`config.mk`:
```
export PLATFORM = sky130hd
export DESIGN_NAME = channel_command_parser_flat
export DESIGN_NICKNAME = d
export VERILOG_FILES = /design/src/rtl/ccp_pkg.sv /design/src/rtl/ccp_in_if.sv /design/src/rtl/ccp_out_if.sv /design/src/rtl/channel_command_parser.sv /design/src/flat_wrapper.sv
export SDC_FILE = /design/constraint.sdc
export NUM_CORES = 1
export LEC_CHECK = 0
export BUFFER_PORTS_ARGS = -buffer_cell sky130_fd_sc_hd__buf_2
export CAP_MARGIN = 20
export CORE_ASPECT_RATIO = 1.1
export CORE_MARGIN = 4
export CORE_UTILIZATION = 58
export CTS_CLUSTER_DIAMETER = 200
export DETAILED_ROUTE_END_ITERATION = 16
export GPL_TIMING_DRIVEN = 0
export MAX_ROUTING_LAYER = met4
export PLACE_DENSITY = 0.88
export SETUP_SLACK_MARGIN = 0.15
export SKIP_CTS_REPAIR_TIMING = 1
export SLEW_MARGIN = 0
export SYNTH_ARGS = -nofsm -noshare
export SYNTH_HDL_FRONTEND = slang
export SYNTH_SLANG_ARGS = --single-unit
```
`constraint.sdc`:
```
create_clock -name clk -period 6.1 [get_ports clk]
set_clock_uncertainty 0.1 [all_clocks]
set_input_delay 0.61 -clock clk [delete_from_list [all_inputs] [get_ports clk]]
set_output_delay 0.61 -clock clk [all_outputs]
set_load 0.005 [all_outputs]
```
`src/rtl/ccp_pkg.sv`:
```
// shared types and constants for the channel command parser
// no dependencies; used by the top level and the testbench
package ccp_pkg;

  localparam int unsigned PayloadLimitDefault = 256;
  localparam logic [7:0]  MaxChannelReset     = 8'd16;

  localparam logic [7:0] ChTypePing   = 8'h50;  // 'P'
  localparam logic [7:0] ChTypeSub    = 8'h53;  // 'S'
  localparam logic [7:0] ChTypeXfer   = 8'h54;  // 'T'
  localparam logic [7:0] ChTypeGet    = 8'h47;  // 'G'
  localparam logic [7:0] ChColon      = 8'h3a;  // ':'
  localparam logic [7:0] ChSemi       = 8'h3b;  // ';'
  localparam logic [7:0] ChZeroDigit  = 8'h30;  // '0'
  localparam logic [7:0] ChNineDigit  = 8'h39;  // '9'

  typedef enum logic [1:0] {
    PH_TYPE,
    PH_CHANNEL,
    PH_PAYLOAD,
    PH_SKIP
  } phase_t;

  typedef enum logic [2:0] {
    ST_OK             = 3'd0,
    ST_WRONG_TYPE     = 3'd1,
    ST_UNEXPECTED_END = 3'd2,
    ST_BAD_FORMAT     = 3'd3,
    ST_ZERO_BYTE      = 3'd4,
    ST_NO_TERMINATOR  = 3'd5
  } status_t;

  typedef enum logic [2:0] {
    KIND_ACTIVATE  = 3'd0,
    KIND_PING      = 3'd1,
    KIND_SUBSCRIBE = 3'd2,
    KIND_TRANSFER  = 3'd3,
    KIND_GET       = 3'd4
  } kind_t;

  // adds one decimal digit to the channel, saturating at max plus one
  function automatic logic [8:0] add_digit(input logic [8:0] acc,
                                           input logic [7:0] b,
                                           input logic [7:0] max_ch);
    logic [11:0] v;
    logic [8:0]  cap;
    v   = ({3'b000, acc} << 3) + ({3'b000, acc} << 1) + {8'h00, b[3:0]};
    cap = {1'b0, max_ch} + 9'd1;
    return (v > {3'b000, cap}) ? cap : v[8:0];
  endfunction

endpackage

```
`src/rtl/ccp_in_if.sv`:
```
// input channel of the channel command parser: one buffer byte per item
// depends on nothing
interface ccp_in_if;
  logic       valid;
  logic       ready;
  logic [7:0] in_byte;
  logic       last_in_buffer;

  modport source (output valid, output in_byte, output last_in_buffer, input ready);
  modport sink   (input valid, input in_byte, input last_in_buffer, output ready);
endinterface

```
`src/rtl/ccp_out_if.sv`:
```
// result channel of the channel command parser
// depends on nothing
interface ccp_out_if;
  logic       valid;
  logic       ready;
  logic       data_valid;
  logic [7:0] payload_byte;
  logic [7:0] payload_index;
  logic       done_res;
  logic [2:0] status;
  logic [2:0] command_type;
  logic [8:0] channel;

  modport source (output valid, output data_valid, output payload_byte,
                  output payload_index, output done_res, output status,
                  output command_type, output channel, input ready);
  modport sink   (input valid, input data_valid, input payload_byte,
                  input payload_index, input done_res, input status,
                  input command_type, input channel, output ready);
endinterface

```
`src/rtl/channel_command_parser.sv`:
```
// channel command parser, top level
// depends on ccp_pkg, ccp_in_if and ccp_out_if
//
// usage:
//   bytes   - one command buffer byte per item, last_in_buffer on the final byte
//   result  - at most one result item per byte: a captured payload byte with
//             its index, and/or the final status of the buffer
//   cfg_we / cfg_wdata - write max_channel, only while idle
// throughput: one byte per cycle unless the result register is held; the parse of a byte
//   is a single pass of decode and a multiply-by-ten digit add ahead of the result register
// a result is registered and appears in the cycle after its byte is accepted
// bytes that give no result (non-final channel digits and in-range ':', a non-final type
//   byte of a non activate command, bytes after the final status) leave no trace on result
// stall: the result register holds while result.ready is low; a new byte is
//   still taken when the register is empty or is being drained that cycle
// reset: rst is synchronous; the parser waits for a type byte, max_channel
//   returns to 16 and the result register is emptied
module channel_command_parser #(
  parameter int unsigned PAYLOAD_LIMIT = ccp_pkg::PayloadLimitDefault
) (
  input  logic        clk,
  input  logic        rst,
  input  logic        cfg_we,
  input  logic [7:0]  cfg_wdata,
  ccp_in_if.sink      bytes,
  ccp_out_if.source   result
);

  localparam logic [8:0] LimitIndex = 9'(PAYLOAD_LIMIT - 1);

  logic [7:0]      max_channel;
  ccp_pkg::phase_t phase, phase_next;
  logic [2:0]      kind, kind_next;
  logic [8:0]      channel_acc, channel_acc_next;
  logic [7:0]      payload_count, payload_count_next;

  logic            res_emit;
  logic            res_data_valid;
  logic [7:0]      res_byte;
  logic [7:0]      res_index;
  logic            res_done;
  logic [2:0]      res_status;

  logic            out_valid;
  logic            accept;

  logic [7:0] b;
  logic       last;
  logic       is_digit;
  logic       at_limit;
  logic [8:0] digit_sum;

  assign b        = bytes.in_byte;
  assign last     = bytes.last_in_buffer;
  assign is_digit = (b >= ccp_pkg::ChZeroDigit) && (b <= ccp_pkg::ChNineDigit);
  // the type byte starts a fresh channel
  assign digit_sum = ccp_pkg::add_digit((phase == ccp_pkg::PH_TYPE) ? 9'd0 : channel_acc,
                                        b, max_channel);
  assign at_limit  = ({1'b0, payload_count} + 9'd1) >= LimitIndex;

  assign bytes.ready = !out_valid || result.ready;
  assign accept      = bytes.valid && bytes.ready;

  // next state
  always_comb begin
    phase_next         = phase;
    kind_next          = kind;
    channel_acc_next   = channel_acc;
    payload_count_next = payload_count;
    case (phase)
      ccp_pkg::PH_TYPE: begin
        payload_count_next = 8'd0;
        channel_acc_next   = is_digit ? digit_sum : 9'd0;
        if (is_digit) begin
          kind_next = ccp_pkg::KIND_ACTIVATE;
        end else if (b == ccp_pkg::ChTypePing) begin
          kind_next = ccp_pkg::KIND_PING;
        end else if (b == ccp_pkg::ChTypeSub) begin
          kind_next = ccp_pkg::KIND_SUBSCRIBE;
        end else if (b == ccp_pkg::ChTypeXfer) begin
          kind_next = ccp_pkg::KIND_TRANSFER;
        end else if (b == ccp_pkg::ChTypeGet) begin
          kind_next = ccp_pkg::KIND_GET;
        end else begin
          kind_next = ccp_pkg::KIND_ACTIVATE;
        end
        if (last) begin
          phase_next = ccp_pkg::PH_TYPE;
        end else if (is_digit || b == ccp_pkg::ChTypePing || b == ccp_pkg::ChTypeSub ||
                     b == ccp_pkg::ChTypeXfer || b == ccp_pkg::ChTypeGet) begin
          phase_next = ccp_pkg::PH_CHANNEL;
        end else begin
          phase_next = ccp_pkg::PH_SKIP;
        end
      end
      ccp_pkg::PH_CHANNEL: begin
        if (is_digit) begin
          channel_acc_next = digit_sum;
          phase_next       = last ? ccp_pkg::PH_TYPE : ccp_pkg::PH_CHANNEL;
        end else if (b == ccp_pkg::ChColon && channel_acc <= {1'b0, max_channel} && !last) begin
          phase_next = ccp_pkg::PH_PAYLOAD;
        end else begin
          phase_next = last ? ccp_pkg::PH_TYPE : ccp_pkg::PH_SKIP;
        end
      end
      ccp_pkg::PH_PAYLOAD: begin
        if (last) begin
          phase_next = ccp_pkg::PH_TYPE;
        end else if (b == ccp_pkg::ChSemi || b == 8'd0) begin
          phase_next = ccp_pkg::PH_SKIP;
        end else begin
          payload_count_next = payload_count + 8'd1;
          phase_next         = at_limit ? ccp_pkg::PH_SKIP : ccp_pkg::PH_PAYLOAD;
        end
      end
      ccp_pkg::PH_SKIP: begin
        if (last) begin
          phase_next = ccp_pkg::PH_TYPE;
        end
      end
      default: begin
        phase_next = ccp_pkg::PH_TYPE;
      end
    endcase
  end

  // result of the current byte
  always_comb begin
    res_emit       = 1'b0;
    res_data_valid = 1'b0;
    res_byte       = 8'd0;
    res_index      = 8'd0;
    res_done       = 1'b0;
    res_status     = ccp_pkg::ST_OK;
    case (phase)
      ccp_pkg::PH_TYPE: begin
        if (!(is_digit || b == ccp_pkg::ChTypePing || b == ccp_pkg::ChTypeSub ||
              b == ccp_pkg::ChTypeXfer || b == ccp_pkg::ChTypeGet)) begin
          res_emit   = 1'b1;
          res_done   = 1'b1;
          res_status = ccp_pkg::ST_WRONG_TYPE;
        end else if (last) begin
          res_emit   = 1'b1;
          res_done   = 1'b1;
          res_status = ccp_pkg::ST_UNEXPECTED_END;
        end
      end
      ccp_pkg::PH_CHANNEL: begin
        if (is_digit) begin
          if (last) begin
            res_emit   = 1'b1;
            res_done   = 1'b1;
            res_status = ccp_pkg::ST_UNEXPECTED_END;
          end
        end else if (channel_acc > {1'b0, max_channel} || b != ccp_pkg::ChColon) begin
          res_emit   = 1'b1;
          res_done   = 1'b1;
          res_status = ccp_pkg::ST_BAD_FORMAT;
        end else if (last) begin
          res_emit   = 1'b1;
          res_done   = 1'b1;
          res_status = ccp_pkg::ST_NO_TERMINATOR;
        end
      end
      ccp_pkg::PH_PAYLOAD: begin
        res_emit = 1'b1;
        if (last) begin
          res_done   = 1'b1;
          res_status = ccp_pkg::ST_NO_TERMINATOR;
        end else if (b == 8'd0) begin
          res_done   = 1'b1;
          res_status = ccp_pkg::ST_ZERO_BYTE;
        end else begin
          res_data_valid = 1'b1;
          res_byte       = b;
          res_index      = payload_count;
          if (b == ccp_pkg::ChSemi) begin
            res_done = 1'b1;
          end else if (at_limit) begin
            res_done   = 1'b1;
            res_status = ccp_pkg::ST_NO_TERMINATOR;
          end
        end
      end
      default: begin
        res_emit = 1'b0;
      end
    endcase
  end

  always_ff @(posedge clk) begin
    if (rst) begin
      max_channel   <= ccp_pkg::MaxChannelReset;
      phase         <= ccp_pkg::PH_TYPE;
      kind          <= 3'd0;
      channel_acc   <= 9'd0;
      payload_count <= 8'd0;
      out_valid     <= 1'b0;
    end else begin
      if (cfg_we) begin
        max_channel <= cfg_wdata;
      end
      if (accept) begin
        phase         <= phase_next;
        kind          <= kind_next;
        channel_acc   <= channel_acc_next;
        payload_count <= payload_count_next;
        out_valid     <= res_emit;
      end else if (result.ready) begin
        out_valid <= 1'b0;
      end
    end
  end

  // payload side of the result register
  always_ff @(posedge clk) begin
    if (accept && res_emit) begin
      result.data_valid    <= res_data_valid;
      result.payload_byte  <= res_byte;
      result.payload_index <= res_index;
      result.done_res      <= res_done;
      result.status        <= res_status;
      result.command_type  <= kind_next;
      result.channel       <= channel_acc_next;
    end
  end

  assign result.valid = out_valid;

endmodule

```
`src/flat_wrapper.sv`:
```
// flat-port wrapper written by rule: the top's interface ports become plain ports
module channel_command_parser_flat 
#(
  parameter int unsigned PAYLOAD_LIMIT = ccp_pkg::PayloadLimitDefault
)
  (clk, rst, cfg_we, cfg_wdata, bytes_valid, bytes_in_byte, bytes_last_in_buffer, bytes_ready, result_valid, result_data_valid, result_payload_byte, result_payload_index, result_done_res, result_status, result_command_type, result_channel, result_ready);
  ccp_in_if bytes_i ();
  ccp_out_if result_i ();
  input  logic clk;
  input  logic rst;
  input  logic cfg_we;
  input  logic [7:0] cfg_wdata;
  input wire logic [$bits(bytes_i.valid)-1:0] bytes_valid;
  input wire logic [$bits(bytes_i.in_byte)-1:0] bytes_in_byte;
  input wire logic [$bits(bytes_i.last_in_buffer)-1:0] bytes_last_in_buffer;
  output wire logic [$bits(bytes_i.ready)-1:0] bytes_ready;
  output wire logic [$bits(result_i.valid)-1:0] result_valid;
  output wire logic [$bits(result_i.data_valid)-1:0] result_data_valid;
  output wire logic [$bits(result_i.payload_byte)-1:0] result_payload_byte;
  output wire logic [$bits(result_i.payload_index)-1:0] result_payload_index;
  output wire logic [$bits(result_i.done_res)-1:0] result_done_res;
  output wire logic [$bits(result_i.status)-1:0] result_status;
  output wire logic [$bits(result_i.command_type)-1:0] result_command_type;
  output wire logic [$bits(result_i.channel)-1:0] result_channel;
  input wire logic [$bits(result_i.ready)-1:0] result_ready;
  assign bytes_i.valid = bytes_valid;
  assign bytes_i.in_byte = bytes_in_byte;
  assign bytes_i.last_in_buffer = bytes_last_in_buffer;
  assign bytes_ready = bytes_i.ready;
  assign result_valid = result_i.valid;
  assign result_data_valid = result_i.data_valid;
  assign result_payload_byte = result_i.payload_byte;
  assign result_payload_index = result_i.payload_index;
  assign result_done_res = result_i.done_res;
  assign result_status = result_i.status;
  assign result_command_type = result_i.command_type;
  assign result_channel = result_i.channel;
  assign result_i.ready = result_ready;
  channel_command_parser #(.PAYLOAD_LIMIT(PAYLOAD_LIMIT)) u_core (.clk(clk), .rst(rst), .cfg_we(cfg_we), .cfg_wdata(cfg_wdata), .bytes(bytes_i), .result(result_i));
endmodule
```
; After elaboration in Yosys (flattened, before gate mapping)
; Cells that the tools add are included.
[classes]
add_sub_neg = 5
order_cmp = 6
n_eq_ne = 13
muxes = 48
bitwise_logic = 1
n_reduce_logical = 22
[op_table]
columns = cell, count
row1 = 3-bit 2-to-1 mux, 14
row2 = 9-bit 2-to-1 mux, 4
row3 = 8-bit by 7-bit == test with 1-bit output (second input constant), 4
row4 = 8-bit by 1-bit adder with 9-bit output (second input constant), 2
row5 = 2-bit 2-to-1 mux, 9
row6 = 9-bit one-hot mux with 2 select lines, 1
row7 = 8-bit by 6-bit == test with 1-bit output (second input constant), 2
row8 = 8-bit 2-to-1 mux, 2
row9 = 8-bit one-hot mux with 2 select lines, 1
row10 = 1-bit 2-to-1 mux, 13
row11 = 12-bit by 10-bit adder with 12-bit output, 1
row12 = 12-bit by 4-bit adder with 12-bit output, 1
row13 = 12-bit by 9-bit > comparator with 1-bit output, 1
row14 = 9-bit by 8-bit greater-or-equal comparator with 1-bit output (second input constant), 1
row15 = 9-bit by 8-bit > comparator with 1-bit output, 1
row16 = 9-bit by 8-bit <= comparator with 1-bit output, 1
row17 = 3-bit one-hot mux with 3 select lines, 1
row18 = 8-bit by 1-bit adder with 8-bit output (second input constant), 1
row19 = 8-bit by 6-bit greater-or-equal comparator with 1-bit output (second input constant), 1
row20 = 8-bit by 6-bit <= comparator with 1-bit output (second input constant), 1
row21 = 8-bit zero test, 1
row22 = 8-bit by 6-bit != test with 1-bit output (second input constant), 1
row23 = 2-bit one-hot mux with 4 select lines, 1
row24 = 1-bit logical OR, 7
row25 = other kinds (13), 23
[totals]
regBits = 64
inputBits = 22
wordCells = 108

; Depth between registers and ports, before layout
; Gate-level depths: netlist (run 1).
[depth]
depth_word = 9
mapped_depth = 21
depth_no_buf = 19

; Worst setup path after synthesis (run 1)
; No wires, ideal clock.
[synth_timing]
path_kind = reg2reg
start = register u_core.phase[1]
end = register u_core.result.channel[4], data pin
arrival_ps = 3901
required_ps = 5744
path_slack_ps = 1842
path_stages_with_launch = 20
n_path_buf = 3
period_less_slack_ps = 4258
path_cell_list = dfxtp_1 > or2_2 > clkbuf_1 > clkbuf_1 > and2_1 > ha_1 > ha_1 > fa_1 > a211oi_1 > nor2_1 > o21a_1 > nor2_1 > xnor2_1 > ha_1 > nand3_1 > o31ai_1 > nand4_1 > buf_6 > mux2i_1 > a22o_1
[synth_via]
elab_chain_len = 8
elab_cells_between_ends = 10
cone_classes = add/sub (2) / order compare (1) / eq/ne (1) / mux (5) / reduce/logical (1)
[synth_lines]
columns = element, line
row1 = from (decl), channel_command_parser.sv:32  ; ccp_pkg::phase_t phase, phase_next;
row2 = from (signal assigned), channel_command_parser.sv:194  ; phase <= ccp_pkg::PH_TYPE;
row3 = from (signal assigned), channel_command_parser.sv:204  ; phase <= phase_next;
row4 = 2-bit zero test, "channel_command_parser.sv:57, channel_command_parser.sv:70"
row5 = 9-bit 2-to-1 mux, channel_command_parser.sv:57  ; assign digit_sum = ccp_pkg::add_digit((phase == ccp_pkg::PH_TYPE) ? 9'd0 : channel_acc,
row6 = 12-bit by 10-bit adder with 12-bit output, ccp_pkg.sv:47  ; v = ({3'b000, acc} << 3) + ({3'b000, acc} << 1) + {8'h00, b[3:0]};
row7 = 12-bit by 4-bit adder with 12-bit output, ccp_pkg.sv:47
row8 = 12-bit by 9-bit > comparator with 1-bit output, ccp_pkg.sv:49  ; return (v > {3'b000, cap}) ? cap : v[8:0];
row9 = 9-bit 2-to-1 mux, ccp_pkg.sv:49
row10 = 9-bit 2-to-1 mux (on tied branches), "channel_command_parser.sv:97, channel_command_parser.sv:73"
row11 = 9-bit one-hot mux with 2 select lines *, channel_command_parser.sv:70  ; case (phase)
row12 = named net u_core.channel_acc_next[4], channel_command_parser.sv:34  ; logic [8:0] channel_acc, channel_acc_next;
row13 = to (signal assigned), channel_command_parser.sv:224  ; result.channel <= channel_acc_next;
row14 = to (decl), ccp_out_if.sv:16  ; output command_type, output channel, input ready);
; Mark *: on every way through the listed nets, which the timed path passes. The rest lies on a longest branch.
; A chain may end at the register's enable or synchronous reset.

; Worst setup path in the final report (run 1)
[layout_timing]
start = register u_core.phase[1]
end = register u_core.result.channel[8], data pin
; Same word-level chain as after synthesis.

==> summary.md, run 1 <==
| Metric | Value |
|---|---|
| Crit path max fanout | 10 |
| Util after Layout | between 60% and 70% |
| Full die area | ~0.0084 sq mm |
| Routability Congestion | ~0.93 |
| Critical path's top delay family | adder cells |
| R2R Path Start | u_core.phase[1] |
| Die Wd | around 88 um |
| Total CTS buffers | 9 |
| DP Worst Slack | roughly 1.3 ns |
| Net Sw Power | between 200 and 300 uW |
| Worst EP required | slightly above 6 ns |
| Main flop type after synthesis | edfxtp_1 |
| RSZ-0062 raised after global routing | no |
| Post-Syn Instances | 439 |
| FILL cells | 529 |
| Mapped Nets | between 400 and 500 |
| CTS Buffer Depth | 2 |
| GR Overflow Total | 0 |
| Detailed placement HPWL | roughly 7100 um |
| NumNets Final | about 560 |
| Root buf cell | clkbuf_8 |
| Cell Pwr Density | between 200 and 250 mW/mm^2 |
| Critical path startpoint category | flop |
| Maximum number of pins on one net before global-route repair | 34 |
| Final worst-path setup slack | 1.156 ns |
| Seq/Total Area, Yosys | a little under 40% |
| Slew margin rel. | around a third |
| Non-Filler Instances | 591 |
| Layout cells sized above 1 | ~17% |
| # rows | 31 |
| IO Count | between 50 and 60 |
| Critical path cell sequence | or2_2 -> clkbuf_1 -> clkbuf_1 -> and2_1 -> ha_1 -> ha_1 -> fa_1 -> a211oi_1 -> nor2_1 -> o21a_1 -> nor2_1 -> xnor2_1 -> ha_1 -> nand3_1 -> o21ai_0 -> o31ai_1 -> nand4_1 -> buf_6 -> mux2i_1 -> o21ai_1 |
| Post-synthesis sequential element count | between 60 and 70 |
| WP buf/inv | 3 |
| Setup violators final | 0 |
| Syn avg cell area | approximately 9.3 sq um |
| Switch share | between 20% and 30% |
| Final hold vios | 0 |
| Initial antenna violation count | 0 |
| Clock power share | between 30% and 40% |
| Sequential Power Share | between 40% and 50% |
| Crit path top cell by count | ha_1 |
| Critical Path AT | 4.93 ns |
| Port bufs | between 50 and 60 |
| DIE HEIGHT | ~96 um |
| Clock-pin slew on the worst setup and hold paths | roughly 0.07 ns |
| # diodes | 0 |
| CTS tree | yes |
| Worst R2R Setup Slack | roughly 1.2 ns |
| Tot Pwr | around 1000 uW |
| Multi-input gate area | approximately 0.0023 sq mm |
| Wire length per cell | 16.46 um |
| Cell variety after synth | 59 |
| Layout area overhead | 14.16% |
| Post-Syn Area | a little over 0.004 sq mm |
| FF+latch area | between 0.0015 and 0.002 sq mm |
| Number of flops mapped to enable cells by yosys | 33 |
| Async set or reset register ratio after synthesis | 0% |
| First-pass GRT wire length | about 15,000 um |
| Post-route DRC | 0 |
| Post-route minimum period | 4.944 ns |
| Vias in the first global route | about 3,300 |
| # placed instances | between 500 and 600 |
| Routed Antenna Nets | 0 |
| Outcome | completed |
| Vias per cell | between 5 and 6 |
| Hold_sp | u_core.kind[0] |
| Leakage | between 0.002 and 0.0025 uW |
| Gr usage total | ~24% |
| Comb pwr share | roughly 14% |
| Setup TNS | 0 ns |
| Drt initial violations | 170 |
| Largest stage delay on the critical path | 0.48 ns |
| Period utilization | 81.06% |
| Pint | 730.0 uW |
| Crit-path slowest cell | dfxtp_1 |
| Fmax | a little over 0.2 GHz |
| Hold crit path type | reg -> reg |
| Worst-Skew Late Latency | around 0.35 ns |
| Worst setup path class | reg -> reg |
| Total number of vias | ~3,500 |
| Maxcap violations | 0 |
| Detailed Routing Iterations Pass 1 | 5 |
| Worst VDD drop | between 0.1 and 0.15 mV |
| Ys Warns | 0 |
| Core area | 0.006710 sq mm |
| # clock sinks | 64 |
| Worst setup EP type | flop |
| H-tree Lvls | 3 |
| CP Launch Point | u_core.phase[1] |
| Worst slew pin tran | 0.9802 ns |
| Starting Density | approximately three fifths |
| Final WL | approximately 9700 um |
| Final Max Tran Viols | 0 |
-- final cells by class --
class	count	share of cell area, %
plain buffers	16	1.530
clock buffers	11	3.034
clock inverters	5	1.208
inverters	24	1.933
multi-input cells	335	49.72
flip-flops and latches	64	34.58
well taps	82	2.201
repair buffers	54	5.799
-- kinds of logic (layout without fill, tap and decap cells) --
group	Yosys count	after routing	share of synthesized area, %
XOR/XNOR	15	15	3.218
multiplexers	18	18	4.719
flip-flops	64	64	39.47
adder cells (fa/ha/maj)	38	38	11.83
AO/OA/AOI/OAI	104	104	16.03
AND/OR/NAND/NOR	160	160	20.78
buffers and inverters	40	110	3.953
-- worst register-to-register path, stage by stage, from the launching register on --
cell	delay, ns
dfxtp_1	0.48
or2_2	0.17
clkbuf_1	0.25
clkbuf_1	0.37
and2_1	0.23
ha_1	0.24
ha_1	0.25
fa_1	0.44
a211oi_1	0.24
nor2_1	0.12
o21a_1	0.18
nor2_1	0.11
xnor2_1	0.11
ha_1	0.31
nand3_1	0.11
o21ai_0	0.17
o31ai_1	0.09
nand4_1	0.11
buf_6	0.17
mux2i_1	0.32
o21ai_1	0.12
-- flip-flops by register name, indices dropped and copies added (netlist names), 2 cells and up --
name / cells
u_core.channel_acc: 9
u_core.kind: 3
u_core.payload_count: 8
u_core.phase: 2
u_core.result.payload_byte: 8
u_core.result.payload_index: 8
u_core.result.channel: 9
u_core.max_channel: 8
u_core.result.status: 3
u_core.result.command_type: 3
-- Yosys cell counts, types with 5 or more instances --
cell type	number	share of area, %
nor3_1	10	1.2
o21ai_0	13	1.6
nor2_1	37	3.4
mux2i_1	14	3.4
inv_1	24	2.2
and3_1	10	1.5
ha_1	37	11
edfxtp_1	33	24
nand2_1	34	3.1
nand2b_1	6	0.92
a21oi_1	22	2.7
dfxtp_1	31	15
o21ai_1	26	3.2
xnor2_1	13	2.8
o21a_1	7	1.3
a211oi_1	5	0.92
nand3_1	10	1.2
a21o_1	6	1.1
and2_1	22	3.4
clkbuf_1	12	1.1
-- final timing paths --
path | endpoint | depth (start not counted)
hold / removal | u_core.kind[0] | 2
setup / recovery | u_core.result.channel[8] | 20
hold reg to reg | u_core.kind[0] | 2
setup reg to reg | u_core.result.channel[8] | 20
-- cell usage in the layout, fill, tap and decap left out, types with 5 or more instances in the layout --
cell      synthesis  routed
nor2_1           37      36
and2_1           22      22
xnor2_1          13      13
nand2_1          34      34
buf_2             3      57
a21oi_1          22      22
o21ai_1          26      26
mux2i_1          14      14
o21a_1            7       7
inv_1            24      24
edfxtp_1         33      33
clkbuf_8          0      10
dfxtp_1          31      31
o21ai_0          13      13
and3_1           10      10
a21o_1            6       6
nand2b_1          6       6
clkbuf_1         12      13
nor3_1           10      10
nand3_1          10      10
a211oi_1          5       5
ha_1             37      37
-- per-stage QoR --
| step | hold WS (ns) | instance area [sq um] |
|---|---|---|
| floorplan | 0.3366 | 4083 |
| global placement | 0.3428 | 4456 |
| detailed placement | 0.3487 | 4463 |
| CTS | 0.3595 | 4661 |
| global route | 0.3783 | 4661 |
| finish | 0.3633 | 4661 |
-- power by group through the flow --
stage | Combinational, uW | Clock [uW] | Sequential (uW)
after floorplan | 86.8 | 0 | 498
after global placement | 134 | 0 | 496
after detailed placement | 141 | 0 | 497
after CTS | 142 | 373 | 487
after global routing | 157 | 392 | 489
final | 142 | 377 | 487
-- routing by layer --
metal  GRT usage [%]  vias up  share of wire [%]  wire length [um]
met4           11.00        0                3.2               314
met3           4.281       27                6.6               643
met5               -        -                  0                 0
met2           40.26      145                 49              4748
met1           28.21     1625                 41              4021
li1                -     1717                  -                 -
(Power assumes the default switching activity.)
==> inputs of run 2 (changes only) <==
- CORE_UTILIZATION: 58 -> 52
- PLACE_DENSITY: 0.88 -> 0.84
- clock period: 6.1 -> 4.5 ns (I/O delays scaled with it)
==> summary.md, run 2 (synthesized netlist as in run 1, its figures left out) <==
| Metric | Value |
|---|---|
| Outcome | completed |
| H-tree Lvls | 3 |
| DIE HEIGHT | about 100 um |
| Gr usage total | between 20% and 30% |
| Core area | 0.007556 sq mm |
| Final Max Tran Viols | 0 |
| Hold crit path type | in -> reg |
| Fmax | about 0.23 GHz |
| Port bufs | between 50 and 60 |
| Worst VDD drop | about 0.17 mV |
| Routability Congestion | between 0.9 and 1 |
| Crit path max fanout | 10 |
| Starting Density | 54.03% |
| Worst setup EP type | flop |
| Root buf cell | clkbuf_8 |
| Slew margin rel. | ~40% |
| GR Overflow Total | 0 |
| Critical path startpoint category | flop |
| Worst EP required | between 4 and 5 ns |
| Critical Path AT | 4.24 ns |
| Post-route DRC | 0 |
| Wire length per cell | about 16 um |
| RSZ-0062 raised after global routing | no |
| Vias per cell | just under 6 |
| Routed Antenna Nets | 0 |
| Drt initial violations | 199 |
| CTS tree | yes |
| First-pass GRT wire length | 15,300 um |
| Most common cell after layout, fill and taps aside | buf_2 |
| IO Count | 57 |
| Biggest regs | u_core.channel_acc (9), u_core.result.channel (9) |
| Worst slew pin tran | 0.9014 ns |
| Clock-pin slew on the worst setup and hold paths | ~0.07 ns |
| Vias in the first global route | 3,301 |
| Maxcap violations | 0 |
| Cell Pwr Density | between 200 and 300 mW/mm^2 |
| Util after Layout | around 65% |
| Maximum number of pins on one net before global-route repair | 34 |
| Detailed placement HPWL | 7015 um |
| # clock sinks | 64 |
| Full die area | between 0.009 and 0.01 sq mm |
| Total CTS buffers | 9 |
| FF+latch area | 0.001619 sq mm |
| Layout cells sized above 1 | 22.74% |
| Final WL | 9729 um |
| # rows | 33 |
| Die Wd | between 90 and 100 um |
| Final hold slack | 0.2224 ns |
| Layout area overhead | 20.01% |
| Most frequent cells in the layout | buf_2 (57), nand2_1 (34), ha_1 (33), edfxtp_1 (33), nor2_1 (32) |
| Leakage | ~0.0021 uW |
| Post-route minimum period | around 4.3 ns |
| NumNets Final | 574 |
| Total number of vias | 3,605 |
| CTS Buffer Depth | 2 |
| Multi-input gate area | 0.002431 sq mm |
| Initial antenna violation count | 0 |
| Setup violators final | 0 |
| Worst-Skew Late Latency | approximately 0.35 ns |
| Detailed Routing Iterations Pass 1 | 5 |
| Worst setup path class | reg -> reg |
| Period utilization | a little over nine tenths |
| FILL cells | 600 |
| Final hold vios | 0 |
| # diodes | 0 |
## run 2: changes by cell type in the layout (fill, tap and decap cells not counted), moves of 3 or more
cell,before,now
buf_4,0,10
ha_1,37,33
ha_4,0,4
mux2i_1,14,11
mux2i_2,0,3
nor2_1,36,32
nor2_2,0,4
## run 2: worst paths after layout
kind / from / to / slack, ns / depth (start not counted)
setup / recovery: u_core.phase[0] / u_core.result.channel[1] / 0.23 / 19
hold / removal: cfg_wdata[4] / u_core.max_channel[4] / 0.22 / 3
setup reg to reg: u_core.phase[0] / u_core.result.channel[1] / 0.23 / 19
hold reg to reg: u_core.kind[1] / u_core.kind[1] / 0.37 / 2
## run 2: per-stage QoR
step	cells	setup TNS, ns	instance area (sq um)	total power [uW]	setup slack (ns)
final	624	0	4900	1367	0.2319
after global routing	624	0	4900	1421	0.06241
after CTS	614	-4.332	4688	1357	-0.3513
after detailed placement	598	-3.532	4492	863.6	-0.3029
after global placement	598	-2.187	4484	856.6	-0.2324
after floorplan	439	0	4083	792.5	0.2422
## run 2: critical path, stage by stage (launching register included)
cell and delay (ns):
dfxtp_4 0.36, or2_4 0.26, buf_6 0.14, and2_4 0.17, ha_4 0.22, ha_4 0.17, fa_2 0.41, a211oi_2 0.25
nor2_2 0.07, o21a_1 0.19, nor2_2 0.15, xnor2_2 0.11, ha_1 0.32, nand3_2 0.09, o21ai_0 0.23, o31ai_2 0.09
nand4_1 0.15, buf_6 0.17, mux2i_2 0.24, o21ai_1 0.11
## run 2: final cells by class
type,count,area share [%]
Sequential cell,64,33.04
Inverter,24,1.839
Timing Repair Buffer,65,7.278
Buffer,15,1.532
Clock buffer,10,2.605
Tap cell,105,2.681
Multi-Input combinational cell,335,49.62
Clock inverter,6,1.404
## run 2: report_power, final
group	internal [uW]	switching, uW
Combinational	84.7	125
Sequential	646	12.3
Clock	259	241
## run 2: metal layers
layer | global-route usage [%] | vias to the layer above | share of wire (%)
li1 | - | 1735 | -
met1 | 24.89 | 1722 | 43
met2 | 35.66 | 124 | 50
met3 | 4.854 | 24 | 5.5
met4 | 8.000 | 0 | 2.4
met5 | - | - | 0
